`src/hw/rtl/msl_pkg.sv`:
```
// Package for the motor speed loop: widths, limits, register indexes,
// controller states and the controller-to-datapath command bundle.
// No dependencies.
package msl_pkg;

  localparam int unsigned CountW   = 16;
  localparam int unsigned CfgW     = 16;
  localparam int unsigned CfgIdxW  = 3;
  localparam int unsigned ErrW     = 18;
  localparam int unsigned OpW      = 21;             // signed multiplier operand A
  localparam int unsigned ProdW    = OpW + CfgW + 1; // signed A times unsigned B
  localparam int unsigned SumW     = ProdW + 2;      // sum of three products
  localparam int unsigned AccW     = 16;
  localparam int unsigned DriveW   = 8;
  localparam int unsigned MagW     = 7;
  localparam int unsigned CompareW = 10;

  localparam logic signed [ProdW-1:0] SpeedLimit = ProdW'(32512);
  localparam logic signed [SumW-1:0]  AccLimit   = SumW'(25344);
  localparam logic [MagW-1:0]         DriveMax   = MagW'(99);

  // Configuration register indexes
  localparam logic [CfgIdxW-1:0] RegTargetSpeed = 3'd0;
  localparam logic [CfgIdxW-1:0] RegGainP       = 3'd1;
  localparam logic [CfgIdxW-1:0] RegGainI       = 3'd2;
  localparam logic [CfgIdxW-1:0] RegGainD       = 3'd3;
  localparam logic [CfgIdxW-1:0] RegSpeedScale  = 3'd4;

  // Register reset values
  localparam logic [CfgW-1:0] TargetSpeedReset = 16'd256;
  localparam logic [CfgW-1:0] GainPReset       = 16'd1280;
  localparam logic [CfgW-1:0] GainIReset       = 16'd128;
  localparam logic [CfgW-1:0] GainDReset       = 16'd563;
  localparam logic [CfgW-1:0] SpeedScaleReset  = 16'd4855;

  typedef enum logic [3:0] {
    S_IDLE,
    S_SPEED,
    S_ERROR,
    S_MUL_P,
    S_MUL_I,
    S_MUL_D,
    S_SUM,
    S_ACC,
    S_OUT
  } state_t;

  typedef enum logic [1:0] {
    MUL_SPEED,
    MUL_P,
    MUL_I,
    MUL_D
  } mul_sel_t;

  typedef struct packed {
    logic     load_in;   // latch count, form delta
    logic     mul_en;    // register a product
    mul_sel_t mul_sel;
    logic     load_err;  // form speed and errors, shift error history
    logic     sum_load;  // sum takes product
    logic     sum_add;   // sum adds product
    logic     load_acc;  // update clamped accumulator
    logic     load_out;  // capture result transaction
  } cmd_t;

endpackage

```
`src/hw/rtl/motor_speed_loop_pid_pwm_unit.sv`:
```
// Motor speed loop: encoder delta to speed, incremental PID, PWM bridge drive.
// Each transaction runs through the controller states in turn, and the next one is
// taken only back in idle, since the single multiplier is shared by four products.
// Next input is taken while a finished result still waits in the output register.
// Reset (synchronous, rst high): registers to defaults, loop state to zero.
// Depends on msl_pkg, msl_ctrl and msl_datapath.
module motor_speed_loop_pid_pwm_unit (
  input  logic                                 clk,
  input  logic                                 rst,
  // configuration write channel
  input  logic                                 cfg_valid,
  output logic                                 cfg_ready,
  input  logic [msl_pkg::CfgIdxW-1:0]          cfg_index,
  input  logic [msl_pkg::CfgW-1:0]             cfg_data,
  // input channel: one control tick per transaction
  input  logic                                 in_valid,
  output logic                                 in_ready,
  input  logic signed [msl_pkg::CountW-1:0]    encoder_count,
  // result channel
  output logic                                 out_valid,
  input  logic                                 out_ready,
  output logic signed [msl_pkg::CountW-1:0]    measured_speed,
  output logic signed [msl_pkg::DriveW-1:0]    drive_value,
  output logic [msl_pkg::CompareW-1:0]         pwm_compare,
  output logic                                 reverse_pin,
  output logic                                 brake
);
  import msl_pkg::*;

  cmd_t cmd;

  // Register writes are always taken; an index beyond the list is dropped
  // by the datapath decode.
  assign cfg_ready = 1'b1;

  msl_ctrl u_ctrl (
    .clk       (clk),
    .rst       (rst),
    .in_valid  (in_valid),
    .in_ready  (in_ready),
    .out_valid (out_valid),
    .out_ready (out_ready),
    .cmd       (cmd)
  );

  msl_datapath u_datapath (
    .clk            (clk),
    .rst            (rst),
    .cmd            (cmd),
    .cfg_we         (cfg_valid && cfg_ready),
    .cfg_index      (cfg_index),
    .cfg_data       (cfg_data),
    .encoder_count  (encoder_count),
    .measured_speed (measured_speed),
    .drive_value    (drive_value),
    .pwm_compare    (pwm_compare),
    .reverse_pin    (reverse_pin),
    .brake          (brake)
  );

endmodule

```
`src/hw/rtl/msl_ctrl.sv`:
```
// Controller state machine for the motor speed loop.
// Sequences the shared multiplier in the datapath and owns the input and result handshakes.
// Depends on msl_pkg.
module msl_ctrl (
  input  logic          clk,
  input  logic          rst,
  input  logic          in_valid,
  output logic          in_ready,
  output logic          out_valid,
  input  logic          out_ready,
  output msl_pkg::cmd_t cmd
);
  import msl_pkg::*;

  state_t state, state_next;
  logic   out_valid_next;

  always_ff @(posedge clk) begin
    if (rst) begin
      state     <= S_IDLE;
      out_valid <= 1'b0;
    end else begin
      state     <= state_next;
      out_valid <= out_valid_next;
    end
  end

  always_comb begin
    state_next     = state;
    out_valid_next = out_valid && !out_ready;
    cmd            = '0;
    cmd.mul_sel    = MUL_SPEED;
    in_ready       = 1'b0;
    case (state)
      S_IDLE: begin
        in_ready = 1'b1;
        if (in_valid) begin
          cmd.load_in = 1'b1;
          state_next  = S_SPEED;
        end
      end
      S_SPEED: begin
        cmd.mul_en  = 1'b1;
        cmd.mul_sel = MUL_SPEED;
        state_next  = S_ERROR;
      end
      S_ERROR: begin
        cmd.load_err = 1'b1;
        state_next   = S_MUL_P;
      end
      S_MUL_P: begin
        cmd.mul_en  = 1'b1;
        cmd.mul_sel = MUL_P;
        state_next  = S_MUL_I;
      end
      S_MUL_I: begin
        cmd.mul_en   = 1'b1;
        cmd.mul_sel  = MUL_I;
        cmd.sum_load = 1'b1;
        state_next   = S_MUL_D;
      end
      S_MUL_D: begin
        cmd.mul_en  = 1'b1;
        cmd.mul_sel = MUL_D;
        cmd.sum_add = 1'b1;
        state_next  = S_SUM;
      end
      S_SUM: begin
        cmd.sum_add = 1'b1;
        state_next  = S_ACC;
      end
      S_ACC: begin
        cmd.load_acc = 1'b1;
        state_next   = S_OUT;
      end
      S_OUT: begin
        // hold until the output register is free
        if (!out_valid || out_ready) begin
          cmd.load_out   = 1'b1;
          out_valid_next = 1'b1;
          state_next     = S_IDLE;
        end
      end
      default: begin
        state_next = S_IDLE;
      end
    endcase
  end

endmodule

```
`src/hw/rtl/msl_datapath.sv`:
```
// Datapath for the motor speed loop: configuration registers, loop state,
// one shared signed multiplier, accumulator clamp and PWM mapping.
// Depends on msl_pkg.
module msl_datapath (
  input  logic                                 clk,
  input  logic                                 rst,
  input  msl_pkg::cmd_t                        cmd,
  input  logic                                 cfg_we,
  input  logic [msl_pkg::CfgIdxW-1:0]          cfg_index,
  input  logic [msl_pkg::CfgW-1:0]             cfg_data,
  input  logic signed [msl_pkg::CountW-1:0]    encoder_count,
  output logic signed [msl_pkg::CountW-1:0]    measured_speed,
  output logic signed [msl_pkg::DriveW-1:0]    drive_value,
  output logic [msl_pkg::CompareW-1:0]         pwm_compare,
  output logic                                 reverse_pin,
  output logic                                 brake
);
  import msl_pkg::*;

  logic signed [CfgW-1:0]   target_speed;
  logic [CfgW-1:0]          gain_p, gain_i, gain_d, speed_scale;

  logic [CountW-1:0]        previous_count;
  logic signed [CountW-1:0] delta;
  logic signed [ErrW-1:0]   error_last, error_before_last;
  logic signed [AccW-1:0]   output_accumulator;

  logic signed [CountW-1:0] speed;
  logic signed [OpW-1:0]    err, diff1, diff2;
  logic signed [ProdW-1:0]  prod;
  logic signed [SumW-1:0]   sum;

  // configuration registers
  always_ff @(posedge clk) begin
    if (rst) begin
      target_speed <= TargetSpeedReset;
      gain_p       <= GainPReset;
      gain_i       <= GainIReset;
      gain_d       <= GainDReset;
      speed_scale  <= SpeedScaleReset;
    end else if (cfg_we) begin
      case (cfg_index)
        RegTargetSpeed: target_speed <= cfg_data;
        RegGainP:       gain_p       <= cfg_data;
        RegGainI:       gain_i       <= cfg_data;
        RegGainD:       gain_d       <= cfg_data;
        RegSpeedScale:  speed_scale  <= cfg_data;
        default: ;
      endcase
    end
  end

  // shared multiplier operands
  logic signed [OpW-1:0]  mul_a;
  logic [CfgW-1:0]        mul_b;
  logic signed [ProdW-1:0] mul_y;

  always_comb begin
    case (cmd.mul_sel)
      MUL_SPEED: begin
        mul_a = OpW'(delta);
        mul_b = speed_scale;
      end
      MUL_P: begin
        mul_a = diff1;
        mul_b = gain_p;
      end
      MUL_I: begin
        mul_a = err;
        mul_b = gain_i;
      end
      MUL_D: begin
        mul_a = diff2;
        mul_b = gain_d;
      end
      default: begin
        mul_a = '0;
        mul_b = '0;
      end
    endcase
    mul_y = ProdW'(mul_a) * $signed({1'b0, mul_b});
  end

  // speed from product: floor divide by 256, then saturate
  logic signed [ProdW-1:0]  prod_shr;
  logic signed [CountW-1:0] speed_sat;
  logic signed [OpW-1:0]    err_now;

  always_comb begin
    prod_shr = prod >>> 8;
    if (prod_shr > SpeedLimit) begin
      speed_sat = CountW'(SpeedLimit);
    end else if (prod_shr < -SpeedLimit) begin
      speed_sat = CountW'(-SpeedLimit);
    end else begin
      speed_sat = prod_shr[CountW-1:0];
    end
    err_now = OpW'(target_speed) - OpW'(speed_sat);
  end

  // accumulator update
  logic signed [SumW-1:0] acc_sum;
  logic signed [AccW-1:0] acc_clamped;

  always_comb begin
    acc_sum = SumW'(output_accumulator) + (sum >>> 8);
    if (acc_sum > AccLimit) begin
      acc_clamped = AccW'(AccLimit);
    end else if (acc_sum < -AccLimit) begin
      acc_clamped = AccW'(-AccLimit);
    end else begin
      acc_clamped = acc_sum[AccW-1:0];
    end
  end

  always_ff @(posedge clk) begin
    if (rst) begin
      previous_count     <= '0;
      error_last         <= '0;
      error_before_last  <= '0;
      output_accumulator <= '0;
    end else begin
      if (cmd.load_in) begin
        previous_count <= encoder_count;
      end
      if (cmd.load_err) begin
        error_before_last <= error_last;
        error_last        <= err_now[ErrW-1:0];
      end
      if (cmd.load_acc) begin
        output_accumulator <= acc_clamped;
      end
    end
  end

  // working registers
  always_ff @(posedge clk) begin
    if (cmd.load_in) begin
      delta <= encoder_count - previous_count;
    end
    if (cmd.mul_en) begin
      prod <= mul_y;
    end
    if (cmd.load_err) begin
      speed <= speed_sat;
      err   <= err_now;
      diff1 <= err_now - OpW'(error_last);
      diff2 <= err_now - (OpW'(error_last) <<< 1) + OpW'(error_before_last);
    end
    if (cmd.sum_load) begin
      sum <= SumW'(prod);
    end else if (cmd.sum_add) begin
      sum <= sum + SumW'(prod);
    end
  end

  // drive and PWM mapping from the accumulator
  logic [AccW-1:0]     acc_abs;
  logic [MagW-1:0]     mag, cmp_base;
  logic                acc_neg;
  logic [CompareW-1:0] cmp;

  always_comb begin
    acc_neg  = output_accumulator[AccW-1];
    acc_abs  = acc_neg ? AccW'(-output_accumulator) : AccW'(output_accumulator);
    mag      = acc_abs[AccW-2 -: MagW];
    cmp_base = acc_neg ? mag : (DriveMax - mag);
    cmp      = ({3'b000, cmp_base} << 3) + ({3'b000, cmp_base} << 1);
  end

  always_ff @(posedge clk) begin
    if (cmd.load_out) begin
      measured_speed <= speed;
      drive_value    <= acc_neg ? DriveW'(mag) : -DriveW'(mag);
      if (mag == '0) begin
        pwm_compare <= '0;
        reverse_pin <= 1'b1;
        brake       <= 1'b1;
      end else begin
        pwm_compare <= cmp;
        reverse_pin <= !acc_neg;
        brake       <= 1'b0;
      end
    end
  end

endmodule

```
`config.mk`:
```
export PLATFORM = sky130hd
export DESIGN_NAME = motor_speed_loop_pid_pwm_unit
export DESIGN_NICKNAME = d
export VERILOG_FILES = /design/src/hw/rtl/msl_pkg.sv /design/src/hw/rtl/motor_speed_loop_pid_pwm_unit.sv /design/src/hw/rtl/msl_ctrl.sv /design/src/hw/rtl/msl_datapath.sv
export SDC_FILE = /design/constraint.sdc
export NUM_CORES = 2
export LEC_CHECK = 0
export BUFFER_PORTS_ARGS = -buffer_cell sky130_fd_sc_hd__buf_2
export CORE_AREA = 2 2 345 245
export CTS_CLUSTER_SIZE = 28
export DETAILED_ROUTE_END_ITERATION = 6
export DIE_AREA = 0 0 347 247
export SYNTH_ARGS = -nofsm -noshare
export SYNTH_HDL_FRONTEND = slang
export SYNTH_SLANG_ARGS = --single-unit
```
`constraint.sdc`:
```
create_clock -name clk -period 16.6 [get_ports clk]
set_clock_uncertainty 0.1 [all_clocks]
set_input_delay 3.32 -clock clk [delete_from_list [all_inputs] [get_ports clk]]
set_output_delay 3.32 -clock clk [all_outputs]
set_load 0.01 [all_outputs]
```
==> metrics <==
synthesized area per cell approximately 8.9 µm²; # rows 89; clock tree from TritonCTS done; DIE AREA roughly 86000 µm²; quantity of I/O buffers inserted on ports 76; shortest period the worst path allows around 9.4 ns; total number of vias 25.2k; Floorplan Core Area 83000 µm²; post-synth top area share 21.3%; via count of the first global-routing pass 25.0k; Yosys top cell by area sky130_fd_sc_hd__fa_1; all-layer global routing usage about a fifth; HPWL reported at the end of detailed placement 70900 µm; transition time of the tightest slew-check pin 1.03 ns; cells taking the most area after synthesis sky130_fd_sc_hd__fa_1 21%, sky130_fd_sc_hd__edfxtp_1 18%, sky130_fd_sc_hd__dfxtp_1 9.2%, sky130_fd_sc_hd__ha_1 9.1%, sky130_fd_sc_hd__nand2_1 7.5%; die outline width 347 µm; DR WL met3 8670 µm; via-per-instance ratio 5.26; CP Capture Type register; residual antenna-violating net count after detailed routing 0; violated checks design-rule violations; total I/O pin count 79; met1 routed wirelength after detailed routing between 40000 and 50000 µm; Setup Total Neg Slack 0 ns; area added between synthesis and finish 8.46%; height of the chip 247 µm; largest net degree at the start of global routing 80; Synth top cells by count 654 x sky130_fd_sc_hd__nand2_1, 511 x sky130_fd_sc_hd__inv_1, 348 x sky130_fd_sc_hd__fa_1, 293 x sky130_fd_sc_hd__a21oi_1, 243 x sky130_fd_sc_hd__nor2_1; share of cells above drive strength 1 a little over 6%; worst relative slew slack 31.2%; synthesized netlist cell count 3661; worst setup slack for register-to-register paths between 7 and 8 ns; Initial Util between 30 and 40%; TritonCTS Sinks 351; sum of routed wire length over all layers 89800 µm; part of the cycle the worst path needs 56.4%; Synth Register Bits 351; unrepaired setup endpoints after global routing false; number of violations of the max-capacitance limit 0; H-Tree Level Count 2; core utilization of the finished layout 42.8%; count of unique library cells instantiated by Yosys 99; maximum net fanout on the critical path 36; Achievable Freq 0.107 GHz; count of flip-flops with a built-in enable after synthesis 200; number of antenna violations at the first check in global routing 4; first-pass detailed-route iteration total 7; required time of the worst setup path about 17 ns; Worst EP arrival 9.56 ns; Clock Path Buffers 3; number of nets in the finished design 4302; DR WL met2 around 36000 µm; fill cell count between 8k and 9k; Worst setup SP type register; final setup violating endpoints 0; number of slew-limit violations in the final report 0; number of violations reported at the end of detailed-routing iteration 0 2363; number of hold-slack violations in the final timing report 0; Routed wire per std cell 18.7 µm; global-route wire length before repair about 140000 µm; Routability Congestion ~0.9; count of buffers added by post-CTS timing repair for setup 0; Top Metal Used met5; outcome finished, violations left; latest clock arrival within the worst-skew pair about 0.59 ns; total clock buffers created by CTS 38; Post-route DRC 1; clock slew at the register clock pins of the worst setup and hold paths 0.06 ns; remaining global-route overflow 0; Seq/Total Area, Yosys between 20% and 30%; count of instances resized after the clock tree is built 0; Hold/Removal Path Class reg2reg; share of synthesized flip-flops with an asynchronous set or reset 0%; yosys synthesis warning count 0; class of the most critical setup path reg2reg; hold buffer count at cts 0; primary flip-flop cell chosen by synthesis mapping sky130_fd_sc_hd__edfxtp_1; leading cell type by number of instances after synthesis sky130_fd_sc_hd__nand2_1; Post-Synthesis Net Count 4288; Netlist Area Pre-Place 32700 µm²; CTS Root Buffer Type sky130_fd_sc_hd__clkbuf_16
## layer usage
metal  global-route usage (%)  up-vias
met5                        0        -
met2                     30.5      875
li1                         -    12200
met3                     5.86      112
met4                     5.42        2
met1                     31.2    12100
## path summary, 6_finish.rpt
path              cells after the start           startpoint                      endpoint
setup / recovery                     26      u_ctrl.state[3]           u_datapath.prod[37]
hold / removal                        0  u_datapath.speed[2]  u_datapath.measured_speed[2]
setup reg to reg                     26      u_ctrl.state[3]           u_datapath.prod[37]
hold reg to reg                       0  u_datapath.speed[2]  u_datapath.measured_speed[2]
## placed cells by master, fill, tap and decap left out, drive strengths merged, types with 7 or more instances in the layout
cell type / n
a211o: 7
a211oi: 15
a21boi: 15
a21o: 60
a21oi: 294
a221oi: 7
a222oi: 11
a31oi: 16
and2: 13
and3: 15
and4: 22
buf: 110
clkbuf: 45
clkinv: 17
dfxtp: 151
edfxtp: 200
fa: 348
ha: 239
inv: 515
nand2: 654
nand2b: 27
nand3: 71
nand4: 38
nor2: 243
nor2b: 31
nor3: 39
nor3b: 9
nor4: 19
o21a: 22
o21ai: 126
o21bai: 21
o31ai: 12
or2: 12
or3: 11
xnor2: 105
xor2: 52
## sequential cells by signal (all words and copies together) (netlist names), 9 cells and up
register and cells:
u_datapath.measured_speed 16, u_datapath.prod 38, u_datapath.error_before_last 17, u_datapath.output_accumulator 16, u_datapath.speed 16, u_datapath.previous_count 16
u_datapath.gain_p 16, u_datapath.speed_scale 16, u_datapath.diff2 20, u_datapath.error_last 17, u_datapath.gain_i 16, u_datapath.sum 40
u_datapath.err 17, u_datapath.target_speed 16, u_datapath.delta 16, u_datapath.pwm_compare 9, u_datapath.gain_d 16, u_datapath.diff1 18
## cell type report
| cell class | count | area [µm²] | share of cell area, % |
|---|---|---|---|
| clock inverters | 24 | 279 | 0.786 |
| inverters | 514 | 1930 | 5.44 |
| multi-input cells | 2660 | 21200 | 59.8 |
| flip-flops and latches | 351 | 9030 | 25.4 |
| well taps | 1092 | 1370 | 3.85 |
| repair buffers | 110 | 638 | 1.80 |
| clock buffers | 45 | 1010 | 2.84 |
| diodes | 2 | 5.00 | 0.0141 |
## cells by family (layout without fill, tap and decap cells)
family | after synthesis | in the layout | share of synthesized area, %
AND/OR/NAND/NOR | 1228 | 1228 | 16.7
AO/OA/AOI/OAI | 681 | 681 | 13.1
buffers and inverters | 650 | 693 | 7.72
adder cells (fa/ha/maj) | 587 | 587 | 30.4
flip-flops | 351 | 351 | 27.6
XOR/XNOR | 157 | 157 | 4.20
multiplexers | 5 | 5 | 0.153
other | 2 | 4 | 0.0230
## stage by stage
stage	std cells	instance area, µm²	hold WS [ns]	worst slack [ns]
floorplan	3661	32700	0.300	8.44
global placement	4727	34200	0.302	7.52
detailed placement	4727	34200	0.305	7.31
CTS	4796	35500	0.316	7.29
global route	4796	35500	0.325	6.67
finish	4798	35500	0.318	7.23
## worst max-delay path, stage by stage, from the launching register on
cell and delay (ns):
sky130_fd_sc_hd__dfxtp_1 0.62, sky130_fd_sc_hd__nand2b_1 0.47, sky130_fd_sc_hd__nor2_2 0.06, sky130_fd_sc_hd__buf_4 0.28, sky130_fd_sc_hd__a222oi_1 0.74, sky130_fd_sc_hd__nand2_1 0.52
sky130_fd_sc_hd__nand2b_1 0.23, sky130_fd_sc_hd__fa_1 0.47, sky130_fd_sc_hd__fa_1 0.55, sky130_fd_sc_hd__inv_1 0.05, sky130_fd_sc_hd__fa_1 0.49, sky130_fd_sc_hd__inv_1 0.05
sky130_fd_sc_hd__fa_1 0.46, sky130_fd_sc_hd__fa_1 0.52, sky130_fd_sc_hd__fa_1 0.54, sky130_fd_sc_hd__inv_1 0.04, sky130_fd_sc_hd__ha_1 0.35, sky130_fd_sc_hd__and2_1 0.16
sky130_fd_sc_hd__o21ai_0 0.21, sky130_fd_sc_hd__o31ai_1 0.12, sky130_fd_sc_hd__a2111oi_0 0.89, sky130_fd_sc_hd__nor3b_1 0.21, sky130_fd_sc_hd__a21oi_1 0.27, sky130_fd_sc_hd__a21oi_1 0.14
sky130_fd_sc_hd__a41oi_1 0.27, sky130_fd_sc_hd__a21oi_1 0.11, sky130_fd_sc_hd__xnor2_1 0.14
Power is not shown: default switching activity piles up to over one toggle a cycle in this logic, so the estimate is an artifact.
